==> src/rtl/llrr_pkg.sv <==
package llrr_pkg;

	// Width of every index field on the ports
	localparam int FIELD_W = 11;
	// Width of a stored link: holds up to 2047 + 1
	localparam int VAL_W   = 12;

	// Command codes
	localparam logic CMD_START  = 1'b0;
	localparam logic CMD_REMOVE = 1'b1;

	// Controller to datapath
	typedef struct packed {
		logic rd;          // read both tables at the request indexes
		logic sweep_init;  // load the sweep counter with the first entry
		logic sweep_wr;    // link the entry under the sweep counter, advance
		logic splice;      // write both splice links, load the result
	} llrr_cmd_t;

	// Datapath to controller
	typedef struct packed {
		logic sweep_done;  // sweep counter has passed the list length
	} llrr_stat_t;

endpackage

==> src/rtl/llrr_ctrl.sv <==
module llrr_ctrl (
	input  logic                  clk,
	input  logic                  arst_n,
	input  logic                  in_valid,
	output logic                  in_ready,
	input  logic [0:0]            in_cmd,
	output logic                  out_valid,
	input  logic                  out_ready,
	output llrr_pkg::llrr_cmd_t   cmd,
	input  llrr_pkg::llrr_stat_t  stat
);
	import llrr_pkg::*;

	typedef enum logic [1:0] {
		ST_IDLE,
		ST_SWEEP,
		ST_SPLICE
	} state_t;

	state_t state_q;
	logic   out_valid_q;
	logic   accept;
	logic   out_free;

	assign in_ready  = (state_q == ST_IDLE);
	assign out_valid = out_valid_q;
	assign accept    = in_valid && in_ready;
	assign out_free  = !out_valid_q || out_ready;

	// Decode commands for the datapath
	always_comb begin
		cmd            = '0;
		cmd.rd         = accept && (in_cmd == CMD_REMOVE);
		cmd.sweep_init = accept && (in_cmd == CMD_START);
		cmd.sweep_wr   = (state_q == ST_SWEEP) && !stat.sweep_done;
		cmd.splice     = (state_q == ST_SPLICE) && out_free;
	end

	// Hold state and result valid
	always_ff @(posedge clk or negedge arst_n) begin
		if (!arst_n) begin
			state_q     <= ST_IDLE;
			out_valid_q <= 1'b0;
		end else begin
			if (cmd.splice) begin
				out_valid_q <= 1'b1;
			end else if (out_ready) begin
				out_valid_q <= 1'b0;
			end
			unique case (state_q)
				ST_IDLE: begin
					if (accept) begin
						state_q <= (in_cmd == CMD_REMOVE) ? ST_SPLICE : ST_SWEEP;
					end
				end
				ST_SWEEP: begin
					if (stat.sweep_done) begin
						state_q <= ST_IDLE;
					end
				end
				ST_SPLICE: begin
					if (out_free) begin
						state_q <= ST_IDLE;
					end
				end
				default: begin
					state_q <= ST_IDLE;
				end
			endcase
		end
	end

endmodule

==> config.mk <==
export PLATFORM = sky130hd
export DESIGN_NAME = llrr_ctrl
export DESIGN_NICKNAME = d
export VERILOG_FILES = /design/src/rtl/llrr_pkg.sv /design/src/rtl/llrr_ctrl.sv
export SDC_FILE = /design/constraint.sdc
export NUM_CORES = 1
export LEC_CHECK = 0
export ABC_AREA = 1
export BUFFER_PORTS_ARGS = -buffer_cell sky130_fd_sc_hd__buf_2
export CAP_MARGIN = 20
export CORE_AREA = 2 2 39 41
export CTS_BUF_LIST = sky130_fd_sc_hd__clkbuf_8
export CTS_CLUSTER_SIZE = 10
export DETAILED_ROUTE_END_ITERATION = 8
export DIE_AREA = 0 0 41 43
export GPL_TIMING_DRIVEN = 0
export PLACE_DENSITY = 0.31
export SYNTH_ARGS = -nofsm -noshare
export SYNTH_HDL_FRONTEND = slang
export SYNTH_SLANG_ARGS = --single-unit
==> constraint.sdc <==
create_clock -name clk -period 0.99 [get_ports clk]
set_clock_uncertainty 0.2 [all_clocks]
set_input_delay 0.0495 -clock clk [delete_from_list [all_inputs] [get_ports clk]]
set_output_delay 0.0495 -clock clk [all_outputs]
set_load 0.005 [all_outputs]
==> flow_summary.toml <==
[clock_tree]
insertion_delay_ns = 0.21
cts_hold_buf = 1
cts.sinks = 3
clock-root-buffer = "clkbuf_8"
cts_tree = "done"
clk_pin_slew_worst_paths_ns = 0.03
h-tree-depth = 1
cts_buffers = 3
cts_buffer_depth = 2

[worst_setup_path]
arrival_ns = 1.00
crit_required_ns = 0.74
path_delay_family = "flip-flops"
cp_slowest_cell = "dfrtp_1"
cp_max_fo = 3
crit_chain = "nor2_2, inv_2, nor2_1, buf_2"
startpoint_type = "flip-flop"
cp_slowest_stage_delay_ns = 0.39
cp-end-kind = "primary output"
critPathKind = "reg2out"
crit_buf_inv = 2

[finish]
synthToLayoutAreaGrowth_pct = 93.7
multi_input_area_um2 = 57.6
fillers = 155
num_antenna_cells = 0
drive_above_1_share_pct = 48.8
fin_nets = 48
regArea_um2 = 75.1
final_cells = 57
final_cell_mix = "11 x buf_2, 8 x inv_1, 4 x nand2_1"
layout_commonest_cell = "buf_2"

[detailed_routing]
drt-vias-per-instance = 3.25
vias = 185
drc = 0
route.detailed.wl_per_inst_um = 6.72
drtIter0Drc = 1
drt.antenna.violating_nets = 0
totalWireLength_um = 383
firstDrtPassIters = 4

[pwr]
vdd_drop_max_v = 0.000464
p_per_area_nw_per_um2 = 1960
p_comb_share_pct = 17.8
pwr-share-clk_pct = 57.2
p_leak_nw = 0.201
p_switching_mw = 0.146
intPower_mw = 0.458
seq_power_share_pct = 25.0
p_sw_share_pct = 24.2

[synthesis]
netlist_instances = 23
syn_avg_cell_area_um2 = 6.91
synth.area.top_cells = "dfrtp_1 47%, inv_1 19%, nand2_1 9.4%, nor2_2 7.9%, nor2_1 7.1%"
ys_ff_latch = 3
yosys.area.top_type_share_pct = 47.2
yosys.area.top_type = "dfrtp_1"
synth_warnings = 0
syn_area_um2 = 159
ys_seq_area_share_pct = 47.2
synthDistinctLibCells = 7
synth.net_count = 29

[timing]
final_hold_viol_count = 6
relSlewSlack_pct = 90.7
setup_ws_ns = -0.263
period_needed_ns = 1.25
setup_viol = 7
rsz0062_at_grt = "true"
fin_tns_setup_ns = -1.13
fin_crit_sh_pct = 127
hold_ws_ns = -0.171
tightest_slew_ns = 0.139
fmax_ghz = 0.798
timing.final.max_slew_violations = 0

[run]
max_cap_viol_count = 0

[place]
dp_hpwl_um = 276
gp_congestion = 0.544
placed_cells = 50
io_buffers = 11

[global_routing]
grt_max_degree = 4
grt_pass1_wl_um = 607
grt_remaining_overflow = 0
antenna_found_initial = 0
grt_util_all_layers_pct = 6.04
grt_pass1_vias = 165

[die]
core.rowCount = 14
die_h_um = 43
fp.coreArea_um2 = 1380
io_pins = 12
dieArea_um2 = 1760
initial_utilization_pct = 11.5
die_x_um = 41

[hold_path]
min_path_type = "in2reg"

[run_status]
violations = "negative hold slack, negative setup slack"
run_status = "finished, violations left"
## what timing repair did
item,CTS,global route
setup buffers,1,1
pin swaps,2,1
setup endpoints to repair,5,9
endpoints found under the hold margin,6,6
resized for setup,0,3
## cell families after synthesis
family          share of synthesized area (%)
simple gates                             30.7
buf+inv                                  18.9
flops                                    47.2
compound gates                           3.15
## area by class of cell
cell class	count	share of cell area (%)
Timing Repair Buffer	14	26.0
Tap cell	16	6.50
Inverter	8	9.76
Clock buffer	3	13.4
Clock inverter	1	1.22
Sequential cell	3	24.4
Multi-Input combinational cell	12	18.7
## worst register-to-register path, delay by kind of cell, from the launching register on
kind | cells | cell delay (ns)
AND/OR/NAND/NOR | 1 | 0.16
AO/OA/AOI/OAI | 1 | 0.04
buffers and inverters | 2 | 0.18
flip-flops | 1 | 0.39
## worst paths after layout
| check | startpoint | to | slack [ns] | cells past startpoint |
|---|---|---|---|---|
| worst max-delay path | state_q[0] | cmd[0] | -0.26 | 4 |
| worst min-delay path | out_ready | out_valid | -0.17 | 2 |
| worst max register to register | state_q[0] | out_valid | -0.05 | 4 |
| worst min register to register | out_valid | out_valid | 0.33 | 2 |
| max in group asynchronous | arst_n | state_q[0] | 0.52 | 2 |
| min in group asynchronous | arst_n | state_q[1] | -0.04 | 2 |
## per-stage QoR
step	cell area [um^2]	hold WS [ns]	util (%)	total power, mW	setup slack [ns]
after detailed placement	234	-0.351	16.9	0.242	-0.0656
after global placement	234	-0.349	16.9	0.245	-0.0861
after global routing	308	-0.168	22.2	0.646	-0.334
final	308	-0.171	22.2	0.604	-0.263
after CTS	297	-0.161	21.4	0.601	-0.270
after floorplan	159	-0.446	-	0.197	0.0328
## synthesized netlist by cell type
library cell / instances
inv_1: 8
nand2_1: 4
dfrtp_1: 3
nor2_1: 3
nand3_1: 2
nor2_2: 2
o21ai_0: 1
## power groups by stage
stage | registers, mW | clock network (mW) | logic [mW]
after CTS | 0.151 | 0.352 | 0.0978
after detailed placement | 0.152 | 0 | 0.0906
after floorplan | 0.152 | 0 | 0.0446
final | 0.151 | 0.345 | 0.107
after global placement | 0.153 | 0 | 0.0926
after global routing | 0.153 | 0.370 | 0.123
## registers in the layout, indices dropped and copies added (netlist names)
signal,count
out_valid,1
state_q,2
## metal layers
metal	GRT usage, %	part of all wire [%]
met5	0	0
met2	5.94	40
met1	6.49	48
met4	8.00	1.6
met3	4.71	10
(Power assumes the default switching activity.)
